==> src/rtl/rgbhsv_pkg.sv <==
package rgbhsv_pkg;

   // field widths
   localparam int unsigned CHAN_W = 8;
   localparam int unsigned HUE_W  = 15;
   localparam int unsigned SAT_W  = 13;

   // long division: partial remainder width and quotient bits per divide
   localparam int unsigned REM_W  = 23;
   localparam int unsigned QUO_W  = 15;

   // hue numerator width (sextant offset plus difference, below 6 * 255)
   localparam int unsigned NUM_W  = 11;

   // scale factors: 3840 units of hue per sextant, 4096 for full saturation
   localparam logic [12:0] HUE_SCALE = 13'd3840;
   localparam int unsigned SAT_SHIFT = 12;

   // sextant offsets in units of delta
   localparam logic [2:0] SEXT_GREEN = 3'd2;
   localparam logic [2:0] SEXT_BLUE  = 3'd4;
   localparam logic [2:0] SEXT_WRAP  = 3'd6;

   // word carried from cell to cell
   typedef struct packed {
      logic [REM_W-1:0]  hue_rem;
      logic [CHAN_W-1:0] hue_div;
      logic [QUO_W-1:0]  hue_quo;
      logic [REM_W-1:0]  sat_rem;
      logic [CHAN_W-1:0] sat_div;
      logic [QUO_W-1:0]  sat_quo;
      logic [CHAN_W-1:0] value;
      logic              grey;
      logic              black;
   } cell_word_type;

endpackage

==> src/rtl/rgbhsv_pixel_if.sv <==
interface rgbhsv_pixel_if;
   logic                          valid;
   logic                          ready;
   logic [rgbhsv_pkg::CHAN_W-1:0] red;
   logic [rgbhsv_pkg::CHAN_W-1:0] green;
   logic [rgbhsv_pkg::CHAN_W-1:0] blue;

   modport source (output valid, output red, output green, output blue, input ready);
   modport sink   (input valid, input red, input green, input blue, output ready);
endinterface

==> src/rtl/rgbhsv_hsv_if.sv <==
interface rgbhsv_hsv_if;
   logic                          valid;
   logic                          ready;
   logic [rgbhsv_pkg::HUE_W-1:0]  hue;
   logic [rgbhsv_pkg::SAT_W-1:0]  saturation;
   logic [rgbhsv_pkg::CHAN_W-1:0] value;

   modport source (output valid, output hue, output saturation, output value, input ready);
   modport sink   (input valid, input hue, input saturation, input value, output ready);
endinterface

==> src/rtl/rgbhsv_prep.sv <==
module rgbhsv_prep (
   input  logic                          clock,
   input  logic                          reset,
   input  logic                          up_valid,
   output logic                          up_ready,
   input  logic [rgbhsv_pkg::CHAN_W-1:0] red,
   input  logic [rgbhsv_pkg::CHAN_W-1:0] green,
   input  logic [rgbhsv_pkg::CHAN_W-1:0] blue,
   output logic                          down_valid,
   input  logic                          down_ready,
   output rgbhsv_pkg::cell_word_type     down_word
);

   logic [rgbhsv_pkg::CHAN_W-1:0] max_val;
   logic [rgbhsv_pkg::CHAN_W-1:0] min_val;
   logic [rgbhsv_pkg::CHAN_W-1:0] delta;
   logic [rgbhsv_pkg::NUM_W-1:0]  delta_ext;
   logic [rgbhsv_pkg::NUM_W-1:0]  num;
   logic [rgbhsv_pkg::REM_W-1:0]  hue_dividend;
   logic                          valid_ff;
   logic                          valid_in;
   rgbhsv_pkg::cell_word_type     word_ff;
   rgbhsv_pkg::cell_word_type     word_in;
   logic                          load;

   // largest and smallest channel
   always_comb begin
      max_val = red;
      min_val = red;
      if (green > max_val) max_val = green;
      if (blue > max_val) max_val = blue;
      if (green < min_val) min_val = green;
      if (blue < min_val) min_val = blue;
   end

   assign delta     = max_val - min_val;
   assign delta_ext = rgbhsv_pkg::NUM_W'(delta);

   // sextant offset plus in-sextant difference, ties to red then green
   always_comb begin
      if (max_val == red) begin
         if (green >= blue) begin
            num = rgbhsv_pkg::NUM_W'(green - blue);
         end else begin
            num = rgbhsv_pkg::NUM_W'(rgbhsv_pkg::SEXT_WRAP) * delta_ext
                  - rgbhsv_pkg::NUM_W'(blue - green);
         end
      end else if (max_val == green) begin
         num = rgbhsv_pkg::NUM_W'(rgbhsv_pkg::SEXT_GREEN) * delta_ext
               + rgbhsv_pkg::NUM_W'(blue) - rgbhsv_pkg::NUM_W'(red);
      end else begin
         num = rgbhsv_pkg::NUM_W'(rgbhsv_pkg::SEXT_BLUE) * delta_ext
               + rgbhsv_pkg::NUM_W'(red) - rgbhsv_pkg::NUM_W'(green);
      end
   end

   assign hue_dividend = rgbhsv_pkg::REM_W'(num) * rgbhsv_pkg::REM_W'(rgbhsv_pkg::HUE_SCALE);

   // word for the first division cell
   always_comb begin
      word_in.hue_rem = hue_dividend;
      word_in.hue_div = delta;
      word_in.hue_quo = '0;
      word_in.sat_rem = rgbhsv_pkg::REM_W'(delta) << rgbhsv_pkg::SAT_SHIFT;
      word_in.sat_div = max_val;
      word_in.sat_quo = '0;
      word_in.value   = max_val;
      word_in.grey    = (delta == '0);
      word_in.black   = (max_val == '0);
   end

   // stage handshake
   assign up_ready = !valid_ff || down_ready;
   assign load     = up_valid && up_ready;

   always_comb begin
      valid_in = valid_ff;
      if (up_ready) valid_in = up_valid;
   end

   always_ff @(posedge clock) begin
      if (reset) begin
         valid_ff <= 1'b0;
      end else begin
         valid_ff <= valid_in;
      end
   end

   always_ff @(posedge clock) begin
      if (load) begin
         word_ff <= word_in;
      end
   end

   assign down_valid = valid_ff;
   assign down_word  = word_ff;

endmodule

==> src/rtl/rgbhsv_div_cell.sv <==
module rgbhsv_div_cell #(
   parameter int unsigned SHIFT = 0
) (
   input  logic                      clock,
   input  logic                      reset,
   input  logic                      up_valid,
   output logic                      up_ready,
   input  rgbhsv_pkg::cell_word_type up_word,
   output logic                      down_valid,
   input  logic                      down_ready,
   output rgbhsv_pkg::cell_word_type down_word
);

   logic [rgbhsv_pkg::REM_W-1:0] hue_trial;
   logic [rgbhsv_pkg::REM_W-1:0] sat_trial;
   logic                         valid_ff;
   logic                         valid_in;
   rgbhsv_pkg::cell_word_type    word_ff;
   rgbhsv_pkg::cell_word_type    word_in;
   logic                         load;

   // divisors lined up with this quotient bit
   assign hue_trial = rgbhsv_pkg::REM_W'(up_word.hue_div) << SHIFT;
   assign sat_trial = rgbhsv_pkg::REM_W'(up_word.sat_div) << SHIFT;

   // one restoring step per lane
   always_comb begin
      word_in = up_word;
      if (up_word.hue_rem >= hue_trial) begin
         word_in.hue_rem        = up_word.hue_rem - hue_trial;
         word_in.hue_quo[SHIFT] = 1'b1;
      end
      if (up_word.sat_rem >= sat_trial) begin
         word_in.sat_rem        = up_word.sat_rem - sat_trial;
         word_in.sat_quo[SHIFT] = 1'b1;
      end
   end

   // stage handshake
   assign up_ready = !valid_ff || down_ready;
   assign load     = up_valid && up_ready;

   always_comb begin
      valid_in = valid_ff;
      if (up_ready) valid_in = up_valid;
   end

   always_ff @(posedge clock) begin
      if (reset) begin
         valid_ff <= 1'b0;
      end else begin
         valid_ff <= valid_in;
      end
   end

   always_ff @(posedge clock) begin
      if (load) begin
         word_ff <= word_in;
      end
   end

   assign down_valid = valid_ff;
   assign down_word  = word_ff;

endmodule

==> src/rtl/rgb_to_hsv_converter.sv <==
// RGB to HSV converter: takes one 8-bit RGB word per clock while rsp is ready, and
// returns one HSV word per word taken, in order. Hue is in 1/64 degree (0..23039,
// 0 for grey), saturation is scaled by 4096 (0..4096, 0 for black) and value is the
// largest channel; both divisions round down. A registered stage for max, min and
// the hue numerator feeds a row of 15 long-division cells, each settling one
// quotient bit of hue and of saturation. Throughput is one word per clock while rsp
// is ready; every stage holds its word while rsp is stalled and fills its bubbles.
module rgb_to_hsv_converter (
   input logic          clock,
   input logic          reset,
   rgbhsv_pixel_if.sink req,
   rgbhsv_hsv_if.source rsp
);

   localparam int unsigned CELLS = rgbhsv_pkg::QUO_W;

   logic                      chain_valid [CELLS+1];
   logic                      chain_ready [CELLS+1];
   rgbhsv_pkg::cell_word_type chain_word  [CELLS+1];

   // max, min and hue numerator
   rgbhsv_prep u_prep (
      .clock      (clock),
      .reset      (reset),
      .up_valid   (req.valid),
      .up_ready   (req.ready),
      .red        (req.red),
      .green      (req.green),
      .blue       (req.blue),
      .down_valid (chain_valid[0]),
      .down_ready (chain_ready[0]),
      .down_word  (chain_word[0])
   );

   // division cells, most significant quotient bit first
   for (genvar i = 0; i < CELLS; i++) begin : g_cell
      rgbhsv_div_cell #(
         .SHIFT (CELLS - 1 - i)
      ) u_cell (
         .clock      (clock),
         .reset      (reset),
         .up_valid   (chain_valid[i]),
         .up_ready   (chain_ready[i]),
         .up_word    (chain_word[i]),
         .down_valid (chain_valid[i+1]),
         .down_ready (chain_ready[i+1]),
         .down_word  (chain_word[i+1])
      );
   end

   // result word from the last cell
   assign chain_ready[CELLS] = rsp.ready;
   assign rsp.valid          = chain_valid[CELLS];
   assign rsp.hue            = chain_word[CELLS].grey ? '0
                               : rgbhsv_pkg::HUE_W'(chain_word[CELLS].hue_quo);
   assign rsp.saturation     = chain_word[CELLS].black ? '0
                               : rgbhsv_pkg::SAT_W'(chain_word[CELLS].sat_quo);
   assign rsp.value          = chain_word[CELLS].value;

endmodule

==> src/flat_wrapper.sv <==
// flat-port wrapper written by rule: the top's interface ports become plain ports
module rgb_to_hsv_converter_flat 
  (clock, reset, req_valid, req_red, req_green, req_blue, req_ready, rsp_valid, rsp_hue, rsp_saturation, rsp_value, rsp_ready);
  rgbhsv_pixel_if req_i ();
  rgbhsv_hsv_if rsp_i ();
  input logic clock;
  input logic reset;
  input wire logic [$bits(req_i.valid)-1:0] req_valid;
  input wire logic [$bits(req_i.red)-1:0] req_red;
  input wire logic [$bits(req_i.green)-1:0] req_green;
  input wire logic [$bits(req_i.blue)-1:0] req_blue;
  output wire logic [$bits(req_i.ready)-1:0] req_ready;
  output wire logic [$bits(rsp_i.valid)-1:0] rsp_valid;
  output wire logic [$bits(rsp_i.hue)-1:0] rsp_hue;
  output wire logic [$bits(rsp_i.saturation)-1:0] rsp_saturation;
  output wire logic [$bits(rsp_i.value)-1:0] rsp_value;
  input wire logic [$bits(rsp_i.ready)-1:0] rsp_ready;
  assign req_i.valid = req_valid;
  assign req_i.red = req_red;
  assign req_i.green = req_green;
  assign req_i.blue = req_blue;
  assign req_ready = req_i.ready;
  assign rsp_valid = rsp_i.valid;
  assign rsp_hue = rsp_i.hue;
  assign rsp_saturation = rsp_i.saturation;
  assign rsp_value = rsp_i.value;
  assign rsp_i.ready = rsp_ready;
  rgb_to_hsv_converter u_core (.clock(clock), .reset(reset), .req(req_i), .rsp(rsp_i));
endmodule
==> config.mk <==
export PLATFORM = sky130hd
export DESIGN_NAME = rgb_to_hsv_converter_flat
export DESIGN_NICKNAME = d
export VERILOG_FILES = /design/src/rtl/rgbhsv_pkg.sv /design/src/rtl/rgbhsv_pixel_if.sv /design/src/rtl/rgbhsv_hsv_if.sv /design/src/rtl/rgbhsv_prep.sv /design/src/rtl/rgbhsv_div_cell.sv /design/src/rtl/rgb_to_hsv_converter.sv /design/src/flat_wrapper.sv
export SDC_FILE = /design/constraint.sdc
export NUM_CORES = 2
export LEC_CHECK = 0
export BUFFER_PORTS_ARGS = -buffer_cell sky130_fd_sc_hd__buf_4
export CORE_MARGIN = 10
export CORE_UTILIZATION = 42
export CTS_BUF_LIST = sky130_fd_sc_hd__clkbuf_8
export CTS_CLUSTER_DIAMETER = 60
export DETAILED_ROUTE_END_ITERATION = 7
export PLACE_DENSITY_LB_ADDON = 0.25
export SLEW_MARGIN = 5
export SYNTH_ARGS = -nofsm -noshare
export SYNTH_HDL_FRONTEND = slang
export SYNTH_HIERARCHICAL = 1
export SYNTH_SLANG_ARGS = --single-unit
==> constraint.sdc <==
create_clock -name clock -period 12.56 [get_ports clock]
set_input_delay 1.256 -clock clock [delete_from_list [all_inputs] [get_ports clock]]
set_output_delay 1.256 -clock clock [all_outputs]
set_load 0.05 [all_outputs]
==> out/results.ini <==
[run_status]
status=finished clean

[timing]
fin_crit_ps=11720
finalCritPeriodShare_pct=93.3
rsz0062_at_grt=no
final_max_slew_viol_count=0
worstMarginPinSlew_ps=1100
finalHoldWorstSlack_ps=384
clock_skew_ps=56.6
finalHoldViolCount=0
relSlewSlack_pct=26.9
fin_tns_setup_ps=0
setup_violations=0
max_freq_mhz=85.3

[global_routing]
grt_pass1_wl_um=218000
grt_usage_pct=14.3
grt.busiest_layer=met2
grtUsageMet3_pct=2.41
antenna_found_initial=1
grt_max_degree=74
use_met2_pct=26.7
grt_overflow=0
grtUsageMet1_pct=15.5
grt_pass1_vias=42445

[clocking]
h-tree-depth=4
root_buffer=clkbuf_8
holdBufCountCts=0
cts.clk_slew.worst_paths_ps=60
cts_buffer_depth=3
post_cts.repair.setup_buffers=0
clk_latency_ps=940
cts_buffers=234
cts_resized=0
cts_tree=built
cts.sinks=1487

[routing]
ant_nets=0
routed_wl_um=135000
via_per_inst=5.14
vias=40633
wl_per_cell_um=17.1
dr.pass1.iters=8
drtIter0Drc=2243
drc_errors=0

[setup_path]
worst_path_max_delay_cell=a2111oi_0
path_class=in2reg
cpMostUsedCell=ha_1
r2r_slack_ps=8240
critPathBufInv=5
slowest_delay_ps=560
endpoint_kind=flop
cp.required_ps=13200
startpoint=req_red[1]
critical_path.max_fanout=13
cpLargestDelayFamily=compound AO/OA/AOI/OAI gates
worst_ep_arrival_time_ps=12360
startpoint_type=input port
r2r-start=u_core/g_cell[14].u_cell/down_valid$_SDFFE_PP0N_

[die]
start_util_pct=42.2
dieWidth_um=433
rows=151
die_y_um=433
fp.coreArea_um2=169000
die_area_um2=187000
io_pins=66

[power_and_ir_drop]
powerDensity_nw_per_um2=220
p_leak_nw=27.7
ir_drop_uv=1060

[placed_design]
dp_hpwl_um=99700
dp.cells=7482
gp_congestion=0.898
io_buffers=65

[flow_run]
max_cap_violations=0

[synth]
yosysWarningCount=6
syn_area_per_cell_um2=13.6
synthCells=5249
syn_area_um2=71600

[layout]
area_growth_pct=9.95
stdcell_count=7905
drive_gt1_share_pct=12.0
nNetsFinal=5932
post-route-util_pct=46.4

[worst_hold_path]
min_from=u_core/g_cell[2].u_cell/down_word[0]$_DFFE_PP_
hold_path.class=reg2reg

## metrics by stage
step	power (W)	cell area [um2]	worst slack (ps)
6_report	0.0173	78700	838
5_1_grt	0.0189	78700	128
4_1_cts	0.0176	78700	1040
3_5_place_dp	0.0138	74400	43.0
3_3_place_gp	0.0136	74400	200
2_1_floorplan	0.0123	71800	899
## cell usage in the layout (no fill, tap or decap), drive strengths merged, types with 23 or more instances in the layout
cell and count:
edfxtp 1471, inv 503, ha 337, nor2 260, a21oi 241, clkbuf 236
nand2 236, o21ai 233, xnor2 195, xor2 143, nor3 117, clkinv 116
mux2 112, buf 105, nor4 92, nor2b 84, nand2b 79, nand3 78
a21o 74, fa 67, o21a 61, or3 55, nand4 52, conb 51
mux2i 48, a211oi 46, or4 44, o31ai 40, nor4b 34, o21bai 33
o211ai 32, and2 31, and3 28, nand4b 25, o31a 24, a31oi 23
## power breakdown
group / leakage (nW) / internal, W / switching, W / total, W
clock: 2.41 / 0.00193 / 0.00182 / 0.00375
combinational: 12.4 / 0.00351 / 0.00395 / 0.00747
sequential: 12.9 / 0.00602 / 0.000103 / 0.00612
## sequential cells by signal, summed over array words and instances (netlist names)
| name | cells |
|---|---|
| u_core/g_cell.u_cell/down_valid | 15 |
| u_core/g_cell.u_cell/down_word | 1438 |
| u_core/u_prep/down_valid | 1 |
| u_core/u_prep/down_word | 33 |
## worst paths after layout
check,cells past startpoint,end
max,48,u_core/u_prep/down_word[101]$_DFFE_PP_
min,0,u_core/g_cell[3].u_cell/down_word[0]$_DFFE_PP_
max reg2reg,17,u_core/g_cell[0].u_cell/down_word[5]$_DFFE_PP_
min reg2reg,0,u_core/g_cell[3].u_cell/down_word[0]$_DFFE_PP_
## per-layer routing
layer / vias up / part of all wire [%]
met4: 0 / 4.2
met1: 19419 / 40
met5: - / 0
li1: 20134 / -
met2: 728 / 53
met3: 352 / 3.3
## final cells by class
| cell class | count | area [um2] |
|---|---|---|
| Antenna cell | 1 | 2.50 |
| Clock buffer | 236 | 3250 |
| Clock inverter | 186 | 1060 |
| Fill cell | 14941 | 90800 |
| Inverter | 445 | 1670 |
| Multi-Input combinational cell | 3227 | 24600 |
| Sequential cell | 1487 | 44500 |
| Tap cell | 2218 | 2780 |
| Timing Repair Buffer | 105 | 788 |
(Power assumes the default switching activity.)
